--- src/rtl/core/hlv_pkg.sv ---
package hlv_pkg;

    // store geometry
    localparam int MaxRhos    = 256;
    localparam int MaxThetas  = 256;
    localparam int BinWidth   = 32;
    localparam int RhoW       = $clog2(MaxRhos);
    localparam int ThetaW     = $clog2(MaxThetas);
    localparam int AddrW      = RhoW + ThetaW;
    localparam int FifoDepth  = 2;

    // configuration register indexes
    localparam logic [2:0] CFG_THRESHOLD = 3'd0;
    localparam logic [2:0] CFG_UNIT      = 3'd1;
    localparam logic [2:0] CFG_FIRST_DEG = 3'd2;
    localparam logic [2:0] CFG_STEP_DEG  = 3'd3;
    localparam logic [2:0] CFG_THETAS    = 3'd4;
    localparam logic [2:0] CFG_RHOS      = 3'd5;
    localparam logic [2:0] CFG_ORIGIN    = 3'd6;
    localparam logic [2:0] CFG_SCALE     = 3'd7;

    typedef enum logic [1:0] {
        MODE_CLEAR = 2'd0,
        MODE_VOTE  = 2'd1,
        MODE_READ  = 2'd2,
        MODE_NONE  = 2'd3
    } t_mode;

    typedef enum logic [1:0] {
        CMD_CLEAR = 2'd0,
        CMD_VOTE  = 2'd1,
        CMD_READ  = 2'd2
    } t_kind;

    typedef struct packed {
        logic [14:0]        vote_threshold;
        logic               unit_votes;
        logic [8:0]         first_theta_deg;
        logic [6:0]         theta_step_deg;
        logic [8:0]         theta_count;
        logic [8:0]         rho_count;
        logic signed [19:0] rho_origin;
        logic [23:0]        rho_scale;
    } t_cfg;

    typedef struct packed {
        t_kind              kind;
        logic signed [15:0] x_coord;
        logic signed [15:0] y_coord;
        logic [15:0]        weight;
        logic [RhoW-1:0]    rho;
        logic [ThetaW-1:0]  theta;
    } t_cmd;

    typedef enum logic [3:0] {
        ST_CLEAR,
        ST_IDLE,
        ST_TRIG,
        ST_MUL,
        ST_SUM,
        ST_SCALE,
        ST_INDEX,
        ST_FETCH,
        ST_UPDATE,
        ST_READ,
        ST_REPLY
    } t_state;

    // round(16384 * sin(d)) for d = 0..90
    localparam logic [14:0] QUARTER_SINE [0:90] = '{
            0,   286,   572,   857,  1143,  1428,  1713,  1997,  2280,  2563,
         2845,  3126,  3406,  3686,  3964,  4240,  4516,  4790,  5063,  5334,
         5604,  5872,  6138,  6402,  6664,  6924,  7182,  7438,  7692,  7943,
         8192,  8438,  8682,  8923,  9162,  9397,  9630,  9860, 10087, 10311,
        10531, 10749, 10963, 11174, 11381, 11585, 11786, 11982, 12176, 12365,
        12551, 12733, 12911, 13085, 13255, 13421, 13583, 13741, 13894, 14044,
        14189, 14330, 14466, 14598, 14726, 14849, 14968, 15082, 15191, 15296,
        15396, 15491, 15582, 15668, 15749, 15826, 15897, 15964, 16026, 16083,
        16135, 16182, 16225, 16262, 16294, 16322, 16344, 16362, 16374, 16382,
        16384
    };

    // sine in q1.14 for an angle already below 360
    function automatic logic signed [15:0] sin_q14(input logic [8:0] d);
        logic [8:0]  ix;
        logic        neg;
        logic [15:0] mag;
        if (d <= 9'd90) begin
            ix = d;
            neg = 1'b0;
        end else if (d <= 9'd180) begin
            ix = 9'd180 - d;
            neg = 1'b0;
        end else if (d <= 9'd270) begin
            ix = d - 9'd180;
            neg = 1'b1;
        end else begin
            ix = 9'd360 - d;
            neg = 1'b1;
        end
        mag = {1'b0, QUARTER_SINE[ix[6:0]]};
        return neg ? $signed(-mag) : $signed(mag);
    endfunction

endpackage

--- src/rtl/core/hlv_fifo.sv ---
module hlv_fifo
    import hlv_pkg::*;
(
    input  logic i_clk,
    input  logic i_rst_n,
    input  logic i_push,
    input  t_cmd i_data,
    output logic o_full,
    input  logic i_pop,
    output logic o_empty,
    output t_cmd o_data
);
    localparam int PtrW = (FifoDepth > 1) ? $clog2(FifoDepth) : 1;

    t_cmd            r_mem [FifoDepth];
    logic [PtrW-1:0] r_wr, n_wr, r_rd, n_rd;
    logic [PtrW:0]   r_cnt, n_cnt;

    assign o_full  = (r_cnt == (PtrW+1)'(FifoDepth));
    assign o_empty = (r_cnt == '0);
    assign o_data  = r_mem[r_rd];

    // pointer and count update
    always_comb begin
        n_wr  = r_wr;
        n_rd  = r_rd;
        n_cnt = r_cnt;
        if (i_push) begin
            n_wr = (r_wr == PtrW'(FifoDepth - 1)) ? '0 : r_wr + 1'b1;
        end
        if (i_pop) begin
            n_rd = (r_rd == PtrW'(FifoDepth - 1)) ? '0 : r_rd + 1'b1;
        end
        if (i_push && !i_pop) begin
            n_cnt = r_cnt + 1'b1;
        end else if (!i_push && i_pop) begin
            n_cnt = r_cnt - 1'b1;
        end
    end

    always_ff @(posedge i_clk) begin
        if (!i_rst_n) begin
            r_wr  <= '0;
            r_rd  <= '0;
            r_cnt <= '0;
        end else begin
            r_wr  <= n_wr;
            r_rd  <= n_rd;
            r_cnt <= n_cnt;
        end
    end

    // entry storage
    always_ff @(posedge i_clk) begin
        if (i_push) begin
            r_mem[r_wr] <= i_data;
        end
    end
endmodule

--- config.mk ---
export PLATFORM = sky130hd
export DESIGN_NAME = hlv_fifo
export DESIGN_NICKNAME = d
export VERILOG_FILES = /design/src/rtl/core/hlv_pkg.sv /design/src/rtl/core/hlv_fifo.sv
export SDC_FILE = /design/constraint.sdc
export NUM_CORES = 1
export LEC_CHECK = 0
export ABC_AREA = 1
export BUFFER_PORTS_ARGS = -buffer_cell sky130_fd_sc_hd__buf_2
export CAP_MARGIN = 30
export CORE_ASPECT_RATIO = 0.6
export CORE_MARGIN = 2
export CORE_UTILIZATION = 45
export CTS_CLUSTER_SIZE = 30
export DETAILED_ROUTE_END_ITERATION = 12
export PLACE_DENSITY_LB_ADDON = 0.12
export SKIP_CTS_REPAIR_TIMING = 1
export SLEW_MARGIN = 10
export SYNTH_ARGS = -nofsm -noshare
export SYNTH_HDL_FRONTEND = slang
export SYNTH_SLANG_ARGS = --single-unit
export TNS_END_PERCENT = 20
--- constraint.sdc ---
create_clock -name i_clk -period 9.6 [get_ports i_clk]
set_clock_uncertainty 0.15 [all_clocks]
set_input_delay 1.92 -clock i_clk [delete_from_list [all_inputs] [get_ports i_clk]]
set_output_delay 1.92 -clock i_clk [all_outputs]
set_load 0.01 [all_outputs]
==> summary.txt <==
Cells and area
  • Fraction of layout cells with a size suffix above 1: 59.3%
  • Syn-to-layout area delta: 28.3%
  • Fin nets: 463
  • Leading cell types in the layout, fill and taps excluded: buf_2 (137), edfxtp_1 (132), mux2_4 (40)
  • Final core utilization: 58.9%
  • Commonest non-fill, non-tap cell in the layout: buf_2

Die
  • Die area: 0.0123 mm²
  • Die W: 142 µm
  • Number of core rows: 30
  • Core ar.: 0.0112 mm²
  • Num ports: 138
  • Initial Util: 45.9%
  • Die Y: 86.9 µm

Synthesis
  • Portion of netlist area occupied by mux cells: 17.3%
  • Syn Std Cell Area: 0.00515 mm²
  • Syn_nets: 311
  • Compound-Gate Fraction of Synth Area: 0.194%
  • Yosys reg bits: 137
  • Cells after synthesis: 240
  • Adder and majority gate portion of the synthesized area: 0.243%
  • Syn avg cell area: 21.5 µm²
  • Synth Area in XOR/XNOR: 0%
  • Post-synthesis cell type count: 14
  • Simple-gate share of the synthesized area: 1.46%
  • Post-synthesis sequential area ratio: 78.9%
  • Synth warn: 0
  • Largest family of logic cells by synthesized area: multiplexers

STA
  • Setup TNS: 0 ps
  • Final critical-path required period: 4020 ps
  • Final hold vios: 0
  • Setup Viol. Count Final: 0
  • Max Fclk: 248 MHz
  • Slew headroom: 48.5%
  • Min Hold Slack: 354 ps
  • Slew Viols, Final: 0
  • Period utilization: 41.9%
  • Setup slack after layout: 5580 ps
  • RSZ-0062 raised after global routing: false
  • Worst-Margin Slew: 773 ps

Clock tree
  • CTS tree: yes
  • Root buf cell: clkbuf_16
  • Clk slew on worst S/H paths: 50 ps
  • TritonCTS Buffers: 17
  • CTS H-Tree Depth: 4
  • CTS Sinks: 137
  • Clock Latency Late Sink: 400 ps
  • CTS max path bufs: 2

Setup path
  • Largest stage delay, worst path: 680 ps
  • Worst path required time: 7530 ps
  • CP arrival: 1950 ps
  • FF-to-FF Start: r_wr
  • CP Max Fanout: 40
  • End of the worst register-to-register path: r_mem[1][29]
  • Worst-path cell chain: buf_16 > mux2_2 > buf_2
  • CP top delay family: flip-flops
  • R2R Setup Slk: 7650 ps
  • Startpoint types: flip-flop
  • Setup crit end kind: output pin
  • Worst Path Class, Setup: reg2out
  • CP max-delay cell: dfxtp_4
  • R2R cell count: 3
  • WP buf/inv: 2

Detailed routing
  • Post-Route WL: 9.06 mm
  • DRC: 0
  • Number of DRC markers in iteration 0: 171
  • Drt first pass iters: 5
  • Antenna Violating Nets Remaining: 0
  • Routed len/inst: 16.5 µm
  • Routed vias: 2569
  • Via density: 4.67

Placement
  • Dpl hpwl: 5.88 mm
  • GP Congestion: 0.719
  • Dpl ws: 5880 ps
  • I/O Buffers: 137

Global routing
  • Total GRT Usage: 15.4%
  • Vias in the first global route: 2596
  • Largest net degree at the start of global routing: 56
  • Gr ovfl total: 0
  • First-pass GRT wire length: 13.6 mm
  • Antenna violations before repair: 4

Power and ir drop
  • Worst VDD drop: 143 µV
  • Tot Pwr: 1480 µW
  • Static leakage: 0.00261 µW
  • PD cells: 224 mW/mm²

Min path
  • Hold path cells: 2
  • Hold endpoint: r_rd
  • Worst Hold Class: reg2reg
  • Worst Hold Launch: r_rd

Job
  • Max Cap Viol: 0

Outcome
  • Outcome: finished, final reports clean
kinds of logic (layout without fill, tap and decap cells):
group	after synthesis	in the layout
buffers and inverters	15	180
adders and majority gates	1	1
and+or+nand+nor	19	19
other	0	1
muxes	66	66
AOI/OAI and AO/OA	2	2
DFF	137	137
worst max path at each step:
stage,startpoint,to,slack (ps),cells after the start
final,flip-flop,o_data[59],5580,3
after global routing,flip-flop,o_data[61],5470,3
after CTS,flip-flop,o_data[61],5530,3
after detailed placement,i_push,r_mem[0][30],5880,4
after global placement,flip-flop,o_data[55],5800,2
after floorplan,i_push,r_mem[0][0],4230,2
tightest hold or removal path, stage by stage (launching register included):
cell and delay [ps]:
dfxtp_1 320, nor2_1 60, nor2_1 90
flip-flops by register name, indices dropped and copies added, names as in the netlist, named ones only:
register / count
r_cnt: 2
r_mem: 132
r_rd: 1
r_wr: 1
routing by layer:
layer / global-route usage, % / wire (µm) / part of all wire [%]
met5: 0 / 30 / 0.33
met4: 7.64 / 156 / 1.7
met3: 7.42 / 813 / 9.0
met2: 22.4 / 3910 / 43
met1: 19.5 / 4150 / 46
layout make-up:
cell class / instances / area [µm²]
Antenna cell: 1 / 2.50
Clock buffer: 17 / 425
Clock inverter: 15 / 175
Fill cell: 858 / 4620
Inverter: 8 / 30.0
Multi-Input combinational cell: 88 / 998
Sequential cell: 137 / 4070
Tap cell: 144 / 180
Timing Repair Buffer: 140 / 728
power breakdown:
| part | leakage, µW | switching [µW] | internal [µW] |
|---|---|---|---|
| registers | 0.00128 | 12.7 | 692 |
| logic | 0.00105 | 62.0 | 64.9 |
| clock network | 0.000275 | 243 | 408 |
| total | 0.00261 | 317 | 1160 |
synthesized netlist by cell type:
cell,n,area [µm²]
dfxtp_1,5,100
buf_6,5,56.3
nand3_1,1,5.00
ha_1,1,12.5
mux2_2,26,293
nand2_1,8,30.0
edfxtp_1,132,3960
nor2_1,9,33.8
inv_1,8,30.0
nand4_1,1,6.26
o21ai_0,1,5.00
a21oi_1,1,5.00
mux2_4,40,601
buf_2,2,10.0
stage by stage:
step / cells / instance area [µm²]
5_1_grt: 549 / 6610
6_report: 550 / 6610
3_3_place_gp: 516 / 5980
4_1_cts: 549 / 6610
2_1_floorplan: 240 / 5150
3_5_place_dp: 517 / 6000
(Power assumes the default switching activity.)
