<file path="config.mk">
export PLATFORM = sky130hd
export DESIGN_NAME = hlv_front_flat
export DESIGN_NICKNAME = d
export VERILOG_FILES = /design/src/rtl/core/hlv_pkg.sv /design/src/rtl/core/hlv_in_if.sv /design/src/rtl/core/hlv_front.sv /design/src/flat_wrapper.sv
export SDC_FILE = /design/constraint.sdc
export NUM_CORES = 1
export LEC_CHECK = 0
export ABC_AREA = 0
export BUFFER_PORTS_ARGS = -buffer_cell sky130_fd_sc_hd__buf_4
export CELL_PAD_IN_SITES_DETAIL_PLACEMENT = 1
export CELL_PAD_IN_SITES_GLOBAL_PLACEMENT = 2
export CORE_MARGIN = 2
export CORE_UTILIZATION = 10
export DETAILED_ROUTE_END_ITERATION = 12
export GPL_TIMING_DRIVEN = 0
export PLACE_DENSITY_LB_ADDON = 0.1
export SYNTH_ARGS = -nofsm -noshare
export SYNTH_HDL_FRONTEND = slang
export SYNTH_SLANG_ARGS = --single-unit
</file>
<file path="constraint.sdc">
create_clock -name vclk -period 4.7
set_clock_uncertainty 0.2 [all_clocks]
set_input_delay 0.235 -clock vclk [all_inputs]
set_output_delay 0.235 -clock vclk [all_outputs]
set_load 0.02 [all_outputs]
</file>
<file path="src/rtl/core/hlv_pkg.sv">
package hlv_pkg;

    // store geometry
    localparam int MaxRhos    = 256;
    localparam int MaxThetas  = 256;
    localparam int BinWidth   = 32;
    localparam int RhoW       = $clog2(MaxRhos);
    localparam int ThetaW     = $clog2(MaxThetas);
    localparam int AddrW      = RhoW + ThetaW;
    localparam int FifoDepth  = 2;

    // configuration register indexes
    localparam logic [2:0] CFG_THRESHOLD = 3'd0;
    localparam logic [2:0] CFG_UNIT      = 3'd1;
    localparam logic [2:0] CFG_FIRST_DEG = 3'd2;
    localparam logic [2:0] CFG_STEP_DEG  = 3'd3;
    localparam logic [2:0] CFG_THETAS    = 3'd4;
    localparam logic [2:0] CFG_RHOS      = 3'd5;
    localparam logic [2:0] CFG_ORIGIN    = 3'd6;
    localparam logic [2:0] CFG_SCALE     = 3'd7;

    typedef enum logic [1:0] {
        MODE_CLEAR = 2'd0,
        MODE_VOTE  = 2'd1,
        MODE_READ  = 2'd2,
        MODE_NONE  = 2'd3
    } t_mode;

    typedef enum logic [1:0] {
        CMD_CLEAR = 2'd0,
        CMD_VOTE  = 2'd1,
        CMD_READ  = 2'd2
    } t_kind;

    typedef struct packed {
        logic [14:0]        vote_threshold;
        logic               unit_votes;
        logic [8:0]         first_theta_deg;
        logic [6:0]         theta_step_deg;
        logic [8:0]         theta_count;
        logic [8:0]         rho_count;
        logic signed [19:0] rho_origin;
        logic [23:0]        rho_scale;
    } t_cfg;

    typedef struct packed {
        t_kind              kind;
        logic signed [15:0] x_coord;
        logic signed [15:0] y_coord;
        logic [15:0]        weight;
        logic [RhoW-1:0]    rho;
        logic [ThetaW-1:0]  theta;
    } t_cmd;

    typedef enum logic [3:0] {
        ST_CLEAR,
        ST_IDLE,
        ST_TRIG,
        ST_MUL,
        ST_SUM,
        ST_SCALE,
        ST_INDEX,
        ST_FETCH,
        ST_UPDATE,
        ST_READ,
        ST_REPLY
    } t_state;

    // round(16384 * sin(d)) for d = 0..90
    localparam logic [14:0] QUARTER_SINE [0:90] = '{
            0,   286,   572,   857,  1143,  1428,  1713,  1997,  2280,  2563,
         2845,  3126,  3406,  3686,  3964,  4240,  4516,  4790,  5063,  5334,
         5604,  5872,  6138,  6402,  6664,  6924,  7182,  7438,  7692,  7943,
         8192,  8438,  8682,  8923,  9162,  9397,  9630,  9860, 10087, 10311,
        10531, 10749, 10963, 11174, 11381, 11585, 11786, 11982, 12176, 12365,
        12551, 12733, 12911, 13085, 13255, 13421, 13583, 13741, 13894, 14044,
        14189, 14330, 14466, 14598, 14726, 14849, 14968, 15082, 15191, 15296,
        15396, 15491, 15582, 15668, 15749, 15826, 15897, 15964, 16026, 16083,
        16135, 16182, 16225, 16262, 16294, 16322, 16344, 16362, 16374, 16382,
        16384
    };

    // sine in q1.14 for an angle already below 360
    function automatic logic signed [15:0] sin_q14(input logic [8:0] d);
        logic [8:0]  ix;
        logic        neg;
        logic [15:0] mag;
        if (d <= 9'd90) begin
            ix = d;
            neg = 1'b0;
        end else if (d <= 9'd180) begin
            ix = 9'd180 - d;
            neg = 1'b0;
        end else if (d <= 9'd270) begin
            ix = d - 9'd180;
            neg = 1'b1;
        end else begin
            ix = 9'd360 - d;
            neg = 1'b1;
        end
        mag = {1'b0, QUARTER_SINE[ix[6:0]]};
        return neg ? $signed(-mag) : $signed(mag);
    endfunction

endpackage

</file>
<file path="src/rtl/core/hlv_in_if.sv">
interface hlv_in_if;
    import hlv_pkg::*;
    logic               valid;
    logic               ready;
    logic [1:0]         mode;
    logic signed [15:0] x_coord;
    logic signed [15:0] y_coord;
    logic signed [15:0] pixel_value;
    logic [7:0]         read_rho_index;
    logic [7:0]         read_theta_index;

    modport source (output valid, mode, x_coord, y_coord, pixel_value,
                    read_rho_index, read_theta_index, input ready);
    modport sink   (input valid, mode, x_coord, y_coord, pixel_value,
                    read_rho_index, read_theta_index, output ready);
endinterface

</file>
<file path="src/rtl/core/hlv_front.sv">
module hlv_front
    import hlv_pkg::*;
(
    input  t_cfg      i_cfg,
    hlv_in_if.sink    i_in,
    input  logic      i_full,
    output logic      o_push,
    output t_cmd      o_cmd
);
    logic [15:0] mag;
    logic        accept;
    logic        votes;

    assign i_in.ready = !i_full;
    assign accept     = i_in.valid && !i_full;

    // magnitude of the sample, -32768 maps to 32768
    assign mag   = i_in.pixel_value[15] ? 16'(-i_in.pixel_value) : i_in.pixel_value;
    assign votes = (mag > {1'b0, i_cfg.vote_threshold});

    // classify the word, drop votes at or under threshold and unused modes
    always_comb begin
        o_cmd.x_coord = i_in.x_coord;
        o_cmd.y_coord = i_in.y_coord;
        o_cmd.weight  = i_cfg.unit_votes ? 16'd1 : mag;
        o_cmd.rho     = i_in.read_rho_index;
        o_cmd.theta   = i_in.read_theta_index;
        o_cmd.kind    = CMD_CLEAR;
        o_push        = 1'b0;
        case (t_mode'(i_in.mode))
            MODE_CLEAR: begin
                o_cmd.kind = CMD_CLEAR;
                o_push     = accept;
            end
            MODE_VOTE: begin
                o_cmd.kind = CMD_VOTE;
                o_push     = accept && votes;
            end
            MODE_READ: begin
                o_cmd.kind = CMD_READ;
                o_push     = accept;
            end
            default: begin
                o_push = 1'b0;
            end
        endcase
    end
endmodule

</file>
<file path="src/flat_wrapper.sv">
// flat-port wrapper written by rule: the top's interface ports become plain ports
module hlv_front_flat import hlv_pkg::*;
  (i_cfg, i_full, o_push, o_cmd, i_in_valid, i_in_mode, i_in_x_coord, i_in_y_coord, i_in_pixel_value, i_in_read_rho_index, i_in_read_theta_index, i_in_ready);
  hlv_in_if i_in_i ();
  input  t_cfg i_cfg;
  input  logic i_full;
  output logic o_push;
  output t_cmd o_cmd;
  input wire logic [$bits(i_in_i.valid)-1:0] i_in_valid;
  input wire logic [$bits(i_in_i.mode)-1:0] i_in_mode;
  input wire logic [$bits(i_in_i.x_coord)-1:0] i_in_x_coord;
  input wire logic [$bits(i_in_i.y_coord)-1:0] i_in_y_coord;
  input wire logic [$bits(i_in_i.pixel_value)-1:0] i_in_pixel_value;
  input wire logic [$bits(i_in_i.read_rho_index)-1:0] i_in_read_rho_index;
  input wire logic [$bits(i_in_i.read_theta_index)-1:0] i_in_read_theta_index;
  output wire logic [$bits(i_in_i.ready)-1:0] i_in_ready;
  assign i_in_i.valid = i_in_valid;
  assign i_in_i.mode = i_in_mode;
  assign i_in_i.x_coord = i_in_x_coord;
  assign i_in_i.y_coord = i_in_y_coord;
  assign i_in_i.pixel_value = i_in_pixel_value;
  assign i_in_i.read_rho_index = i_in_read_rho_index;
  assign i_in_i.read_theta_index = i_in_read_theta_index;
  assign i_in_ready = i_in_i.ready;
  hlv_front u_core (.i_cfg(i_cfg), .i_in(i_in_i), .i_full(i_full), .o_push(o_push), .o_cmd(o_cmd));
endmodule
</file>
==> results.rst, run 1 <==
.. list-table::
   :header-rows: 1

   * - Metric
     - Value
   * - Worst Hold Path EP
     - o_cmd[49]
   * - Vias in the first global route
     - 1461
   * - Hold Crit Class
     - in -> out
   * - Rows
     - 39
   * - Wire per inst
     - 11.4 um
   * - Count of sequential standard cells
     - 0
   * - GPL Wtd Cong
     - slightly below 0.7
   * - First-iteration detailed-routing DRC count
     - 17
   * - Antenna violations before repair
     - 0
   * - Wire length of the first global-routing pass
     - 7.17 mm
   * - Vertical die dimension
     - roughly 110 um
   * - Number of max-cap violations
     - 0
   * - Shortest period the worst path allows
     - ~3700 ps
   * - Largest net degree at the start of global routing
     - 11
   * - Pins over their slew limit
     - 0
   * - Launch instance of the worst min-delay path
     - i_in_x_coord[1]
   * - Post-DR vias/cell
     - about 3.3
   * - Final cell count without fillers
     - 412
   * - Actual transition at the worst max-transition pin
     - 866 ps
   * - Kind of start point of the critical path
     - input port
   * - Starting density of the core
     - 0.103
   * - Ports
     - 230
   * - Maximum net fanout on the critical path
     - 5
   * - Post-CTS Setup Repair Bufs
     - 0
   * - Final count of negative-setup-slack endpoints
     - 0
   * - Die Area
     - 0.0126 mm^2
   * - Number of distinct library cells after synthesis
     - 28
   * - DR pass1 iterations
     - 5
   * - Leakage power total
     - roughly 1.1 nW
   * - Run status
     - finished clean
   * - Maximum clock rate
     - roughly 270 MHz
   * - Average size of a mapped cell
     - 7.11 um^2
   * - Core Region
     - approximately 0.011 mm^2
   * - Top cell types by occurrence after synthesis
     - buf_4 (48), inv_1 (17), nor2b_1 (17), ha_1 (16), nand2_1 (10)
   * - Count of nets after finishing
     - ~450
   * - Worst IR Drop VDD
     - 29.0 uV
   * - Vias
     - 1373
   * - Number of clock buffer instances in the layout
     - 0
   * - Net count of the mapped netlist
     - about 340
   * - Fraction of final layout cells with drive strength greater than 1
     - 0.587
   * - Count leader, synth
     - buf_4
   * - Sequential area share after synthesis
     - 0
   * - Number of nets with antenna violations after detailed routing
     - 0
   * - Worst slew margin
     - 0.416
   * - Crit Path Category
     - in -> out
   * - Setup Total Neg Slack
     - 0 ps
   * - Count of endpoints failing hold in the final timing report
     - 0
   * - Crit share post-route
     - 0.793
   * - Top post-synthesis cells by area
     - buf_4 (31%), ha_1 (17%), nor2b_1 (9.1%)
   * - Detailed Route WL
     - 4.68 mm
   * - Critical Path End Type
     - primary output
   * - Detail Placement HPWL
     - approximately 4.4 mm
   * - Sequential standard cell area
     - 0 um^2
   * - Number of buffers inserted for hold repair after clock tree synthesis
     - 0
   * - Filler cell count in the final layout
     - 1414
   * - Count of antenna diodes in the layout
     - 0
   * - Port-buffer cells
     - roughly 100
   * - Total GRT Usage
     - 0.0681
   * - Combined area of the multi-input logic cells
     - 741 um^2
   * - Number of gates resized after cts
     - 0
   * - Power Dens Cells
     - between 100 and 150 mW/mm^2
   * - Data arrival, critical path
     - 3290 ps
   * - Post-detailed-route DRC marker count
     - 0
   * - Placed Cells
     - 412
   * - Area share of the largest cell type after synthesis
     - 0.307
   * - Width of the die
     - 112 um
   * - Req. time, crit path
     - 4260 ps
   * - Hold path cells
     - 2
   * - Setup repair after global routing missed its margin
     - no
   * - Yosys top cell by area
     - buf_4
   * - Cell area after synthesis
     - 0.00117 mm^2
   * - Total gr overflow
     - 0
   * - Yosys warning total
     - 0
   * - Count of mapped cells out of synthesis
     - 165
   * - Synthesis-to-finish area growth
     - 81.9%
per-layer routing:
metal | global-route usage | part of all wire
met3 | 0.0135 | 0.10
met1 | 0.0918 | 0.42
met2 | 0.120 | 0.47
met5 | 0 | 0
met4 | 0 | 0
cell families after synthesis:
logic type,count (synthesis),synth area share
buffers and inverters,67,0.368
AND/OR/NAND/NOR,46,0.235
AO/OA/AOI/OAI,23,0.129
adder cells (fa/ha/maj),16,0.171
XOR/XNOR,13,0.0971
per-stage QoR:
| step | instance area (um^2) | power [mW] | utilization | hold WS [ps] | setup slack, ps |
|---|---|---|---|---|---|
| 4_1_cts | 2130 | 0.240 | 0.187 | 469 | 855 |
| 3_5_place_dp | 2130 | 0.239 | 0.187 | 469 | 860 |
| 6_report | 2130 | 0.234 | 0.187 | 468 | 974 |
| 2_1_floorplan | 1170 | 0.138 | - | 348 | 1420 |
| 5_1_grt | 2130 | 0.258 | 0.187 | 470 | 707 |
| 3_3_place_gp | 2130 | 0.239 | 0.187 | 468 | 890 |
placed cells by master (no fill, tap or decap), types with 2 or more instances in the layout:
cell | netlist | routed
o21ai_0 | 5 | 5
xnor2_1 | 9 | 9
xor2_1 | 4 | 4
or2_2 | 2 | 2
o41ai_1 | 2 | 2
nor2b_1 | 17 | 17
o31ai_1 | 4 | 4
or3_1 | 2 | 2
nand4_1 | 2 | 2
nand3_1 | 4 | 4
inv_1 | 17 | 17
a21o_1 | 4 | 4
a21oi_1 | 4 | 4
nand2b_1 | 2 | 2
or4_4 | 2 | 2
nand2_1 | 10 | 10
buf_4 | 48 | 152
ha_1 | 16 | 16
clkbuf_1 | 2 | 2
critical path, stage by stage:
cell,delay (ps)
buf_4,120
or3_1,430
o21ai_0,720
nand2_1,150
xor2_1,200
ha_1,300
nand3_1,160
nor3_1,320
a21boi_0,230
o41ai_1,90
a31oi_1,170
buf_4,170
how the worst max path moves through the flow:
stage / depth (start not counted) / to / from / slack [ps]
after detailed placement: 12 / o_push / i_in_pixel_value[4] / 860
after global placement: 12 / o_push / i_in_pixel_value[4] / 890
after CTS: 12 / o_push / i_in_pixel_value[4] / 850
after global routing: 12 / o_push / i_in_pixel_value[4] / 710
final: 12 / o_push / i_in_pixel_value[4] / 970
after floorplan: 10 / o_push / i_in_pixel_value[1] / 1420
where the power goes:
part           switching (mW)  total (mW)  internal, mW
logic                   0.113       0.234         0.121
clock network               0           0             0
registers                   0           0             0
total                   0.113       0.234         0.121
layout make-up:
| class | count | share of cell area |
|---|---|---|
| Buffer | 50 | 0.173 |
| Timing Repair Buffer | 104 | 0.366 |
| Inverter | 17 | 0.0299 |
| Tap cell | 143 | 0.0839 |
| Multi-Input combinational cell | 98 | 0.347 |
Power figures use the tool's default switching activity.
==> inputs of run 2 (changes only) <==
- clock period: 4.7 -> 3.11 ns (I/O delays scaled with it)
==> results.rst, run 2 (synthesis gave the netlist of run 1 again) <==
.. list-table::
   :header-rows: 1

   * - Metric
     - Value
   * - Count of antenna diodes in the layout
     - 0
   * - Post-detailed-route DRC marker count
     - 0
   * - Power Dens Cells
     - 168 mW/mm^2
   * - Total gr overflow
     - 0
   * - GPL Wtd Cong
     - around 0.64
   * - Synthesis-to-finish area growth
     - 91.7%
   * - Actual transition at the worst max-transition pin
     - ~610 ps
   * - Maximum net fanout on the critical path
     - 4
   * - Detail Placement HPWL
     - about 4.4 mm
   * - Violated checks
     - negative setup slack
   * - Shortest period the worst path allows
     - 3280 ps
   * - Setup Total Neg Slack
     - -167 ps
   * - Number of max-cap violations
     - 0
   * - Pins over their slew limit
     - 0
   * - Number of nets with antenna violations after detailed routing
     - 0
   * - Instance area at placement
     - between 0.002 and 0.0025 mm^2
   * - Crit Path Category
     - in -> out
   * - Number of buffers inserted for hold repair after clock tree synthesis
     - 0
   * - Data arrival, critical path
     - around 2900 ps
   * - Critical Path End Type
     - primary output
   * - Leakage power total
     - 1.18 nW
   * - Ports
     - between 200 and 250
   * - Commonest cells after routing, fill and taps aside
     - buf_4 (151), inv_1 (17), nor2b_1 (17), ha_1 (15), nand2_1 (10)
   * - Vias in the first global route
     - approximately 1400
   * - Final cell count without fillers
     - between 400 and 500
   * - Vias
     - 1406
   * - Post-layout util
     - 0.197
   * - Total GRT Usage
     - 0.0661
   * - Kind of start point of the critical path
     - input port
   * - Rows
     - 39
   * - Worst slew margin
     - 0.593
   * - Setup repair after global routing missed its margin
     - yes
   * - Die Area
     - 0.0126 mm^2
   * - Worst Slack Setup Final
     - -167 ps
   * - Detailed Route WL
     - 4.81 mm
   * - Most frequent standard cell in the layout excluding fill and tap cells
     - buf_4
   * - Total chip power
     - 0.377 mW
   * - Core Region
     - 0.0114 mm^2
   * - Vertical die dimension
     - 112 um
   * - Combined area of the multi-input logic cells
     - about 840 um^2
   * - Post-DR vias/cell
     - between 3 and 4
   * - Fraction of final layout cells with drive strength greater than 1
     - 0.630
   * - Antenna violations before repair
     - 0
   * - Final count of negative-setup-slack endpoints
     - 1
   * - Final design area excluding fillers
     - approximately 0.0022 mm^2
   * - Count of endpoints failing hold in the final timing report
     - 0
   * - Largest net degree at the start of global routing
     - 11
   * - Count of nets after finishing
     - 450
   * - Wire length of the first global-routing pass
     - between 6 and 7 mm
   * - Hold Crit Class
     - in -> out
   * - Starting density of the core
     - 0.103
   * - Sequential standard cell area
     - 0 um^2
   * - Placed Cells
     - around 400
   * - Maximum clock rate
     - 305 MHz
   * - Width of the die
     - 112 um
   * - Filler cell count in the final layout
     - 1426
   * - Port-buffer cells
     - 104
   * - Number of clock buffer instances in the layout
     - 0
   * - Crit share post-route
     - 1.05
   * - Count of sequential standard cells
     - 0
   * - Req. time, crit path
     - 2750 ps
   * - First-iteration detailed-routing DRC count
     - 7
   * - Wire per inst
     - 11.7 um
   * - DR pass1 iterations
     - 4
   * - Worst IR Drop VDD
     - around 44 uV
   * - Run status
     - complete, but fails checks
## run 2: cell type report
cell class,instances,area share
multi-input combinational,98,0.372
buffer,50,0.164
tap,143,0.0796
inverter,17,0.0284
timing repair buffer,105,0.356
## run 2: through the flow
stage	worst slack [ps]	hold slack [ps]
final	-167	308
after global routing	-312	311
after CTS	-235	309
after detailed placement	-622	309
after global placement	-581	309
after floorplan	30.8	189
## run 2: worst max-delay path: stages
cell and delay [ps]:
buf_8 100, or4_4 550, or4_4 470, o31ai_4 230, xnor2_2 180, ha_4 250, a21o_1 150, a21o_1 190
o41ai_2 360, a31oi_2 120, buf_4 170
## run 2: final timing paths
| check | from | end | slack, ps | depth (start not counted) |
|---|---|---|---|---|
| worst max-delay path | i_in_pixel_value[8] | o_push | -170 | 11 |
| worst min-delay path | i_in_read_theta_index[2] | o_cmd[2] | 310 | 2 |
## run 2: layer usage
layer | track usage | vias up | share of wire | wire length, um
met5 | 0 | - | 0 | 0
met4 | 0 | 0 | 0 | 0
met3 | 0.0135 | 0 | 0.089 | 430
met2 | 0.120 | 77 | 0.49 | 2340
met1 | 0.0859 | 618 | 0.43 | 2050
li1 | - | 711 | - | -
## run 2: where the power goes
| part | switching, mW | total (mW) | internal [mW] |
|---|---|---|---|
| clock | 0 | 0 | 0 |
| sequential | 0 | 0 | 0 |
| combinational | 0.183 | 0.377 | 0.193 |
## run 2: repair_timing
action	4_1_cts	5_1_grt
pin swaps	5	4
endpoints found under the setup margin	1	1
hold endpoints to repair	0	0
setup buffers	1	0
resized for setup	13	6
==> inputs of run 3 (changes only) <==
- CORE_ASPECT_RATIO: not set -> 2
==> results.rst, run 3 (synthesis gave the netlist of run 1 again) <==
.. list-table::
   :header-rows: 1

   * - Metric
     - Value
   * - Port-buffer cells
     - 104
   * - Critical Path Most Common Cell
     - or4_4
   * - Wire length of the first global-routing pass
     - 6.98 mm
   * - Worst Slack Setup Final
     - -169 ps
   * - Count of endpoints failing hold in the final timing report
     - 0
   * - Hold Crit Class
     - in -> out
   * - Fraction of final layout cells with drive strength greater than 1
     - 0.630
   * - Number of buffers inserted for hold repair after clock tree synthesis
     - 0
   * - Vias in the first global route
     - 1439
   * - GPL Wtd Cong
     - about 0.65
   * - Run status
     - complete, but fails checks
   * - Rows
     - 56
   * - Pins over their slew limit
     - 0
   * - CP peak stage delay
     - 550 ps
   * - Filler cell count in the final layout
     - 1431
   * - Actual transition at the worst max-transition pin
     - 538 ps
   * - Sum of buffers and inverters on the critical path
     - 2
   * - Largest net degree at the start of global routing
     - 11
   * - Number of max-cap violations
     - 0
   * - Starting density of the core
     - 0.101
   * - Vias
     - 1398
   * - Count of nets after finishing
     - 450
   * - Violated checks
     - negative setup slack
   * - Placement-stage worst setup slack
     - -674 ps
   * - Post-detailed-route DRC marker count
     - 0
   * - Core Region
     - 0.0116 mm^2
   * - Total GRT Usage
     - 0.0667
   * - Kind of start point of the critical path
     - input port
   * - Antenna violations before repair
     - 0
   * - Setup repair after global routing missed its margin
     - yes
   * - Final count of negative-setup-slack endpoints
     - 1
   * - Crit Path Category
     - in -> out
   * - Most frequent standard cell in the layout excluding fill and tap cells
     - buf_4
   * - Power Dens Cells
     - 169 mW/mm^2
   * - Worst path slowest cell
     - or4_4
   * - Total gr overflow
     - 0
   * - Cell chain of the critical path
     - buf_8, or4_4, or4_4, o31ai_4, xnor2_2, ha_4, nand3_4, nor3_4, a21boi_4, o41ai_4, a31oi_2, buf_4
   * - Count of sequential standard cells
     - 0
   * - Maximum clock rate
     - between 300 and 400 MHz
   * - Die Area
     - 0.0127 mm^2
   * - Sequential standard cell area
     - 0 um^2
   * - Maximum net fanout on the critical path
     - 4
   * - Number of nets with antenna violations after detailed routing
     - 0
   * - Post-DR vias/cell
     - 3.37
   * - Number of clock buffer instances in the layout
     - 0
   * - Post-layout util
     - 0.197
   * - Worst IR Drop VDD
     - 59.1 uV
   * - Ports
     - 230
   * - Critical Path End Type
     - primary output
   * - Combined area of the multi-input logic cells
     - 863 um^2
   * - Top Family by Delay on Critical Path
     - simple AND/OR/NAND/NOR gates
   * - First-iteration detailed-routing DRC count
     - 30
   * - Shortest period the worst path allows
     - between 3000 and 4000 ps
   * - Commonest cells after routing, fill and taps aside
     - buf_4 (151), inv_1 (17), nor2b_1 (17), ha_1 (15), nand2_1 (10)
   * - DR pass1 iterations
     - 4
   * - Leakage power total
     - between 1 and 1.5 nW
   * - Synthesis-to-finish area growth
     - 94.1%
   * - Total chip power
     - 0.385 mW
   * - Crit share post-route
     - 1.05
   * - Width of the die
     - 80.6 um
   * - Wire per inst
     - 11.6 um
   * - Worst slew margin
     - 0.641
   * - Vertical die dimension
     - 157 um
   * - Detail Placement HPWL
     - 4.38 mm
   * - Count of antenna diodes in the layout
     - 0
   * - Data arrival, critical path
     - 2920 ps
   * - Req. time, crit path
     - 2750 ps
   * - Detailed Route WL
     - 4.81 mm
## run 3: cell types whose count changed in the layout (fill, tap and decap cells not counted)
cell / before / now
a211oi_2: 1 / 0
a21boi_4: 0 / 1
o41ai_4: 0 / 1
a21boi_2: 1 / 0
a211oi_4: 0 / 1
o41ai_2: 2 / 1
## run 3: stage by stage
stage	cell area (um^2)	TNS [ps]	instances	hold WS [ps]
floorplan	1180	0	165	189
global placement	2140	-641	414	309
detailed placement	2140	-674	414	310
CTS	2230	-233	415	310
global route	2280	-296	415	311
finish	2280	-169	415	309
## run 3: path summary, 6_finish.rpt
kind,from,to,slack [ps],cells after the start
worst max-delay path,i_in_pixel_value[8],o_push,-170,12
worst min-delay path,i_in_y_coord[14],o_cmd[46],310,2
## run 3: cell type report
| cell class | instances | share of cell area |
|---|---|---|
| Multi-Input combinational cell | 98 | 0.379 |
| Timing Repair Buffer | 105 | 0.351 |
| Buffer | 50 | 0.162 |
| Tap cell | 145 | 0.0797 |
| Inverter | 17 | 0.0280 |
## run 3: where the power goes
group | total [mW] | switching (mW) | internal, mW | leakage, nW
Sequential | 0 | 0 | 0 | 0
Combinational | 0.385 | 0.188 | 0.198 | 1.18
Clock | 0 | 0 | 0 | 0
Total | 0.385 | 0.188 | 0.198 | 1.18
## run 3: layer usage
layer,vias up,global-route usage,share of wire
met5,-,0,0
met4,0,0,0
met3,0,0.0115,0.11
met2,96,0.111,0.49
met1,595,0.0955,0.41
li1,707,-,-
## run 3: timing repair
item	CTS	global route
pin swaps	5	3
buffers inserted	1	0
setup endpoints to repair	1	1
resized for setup	17	5
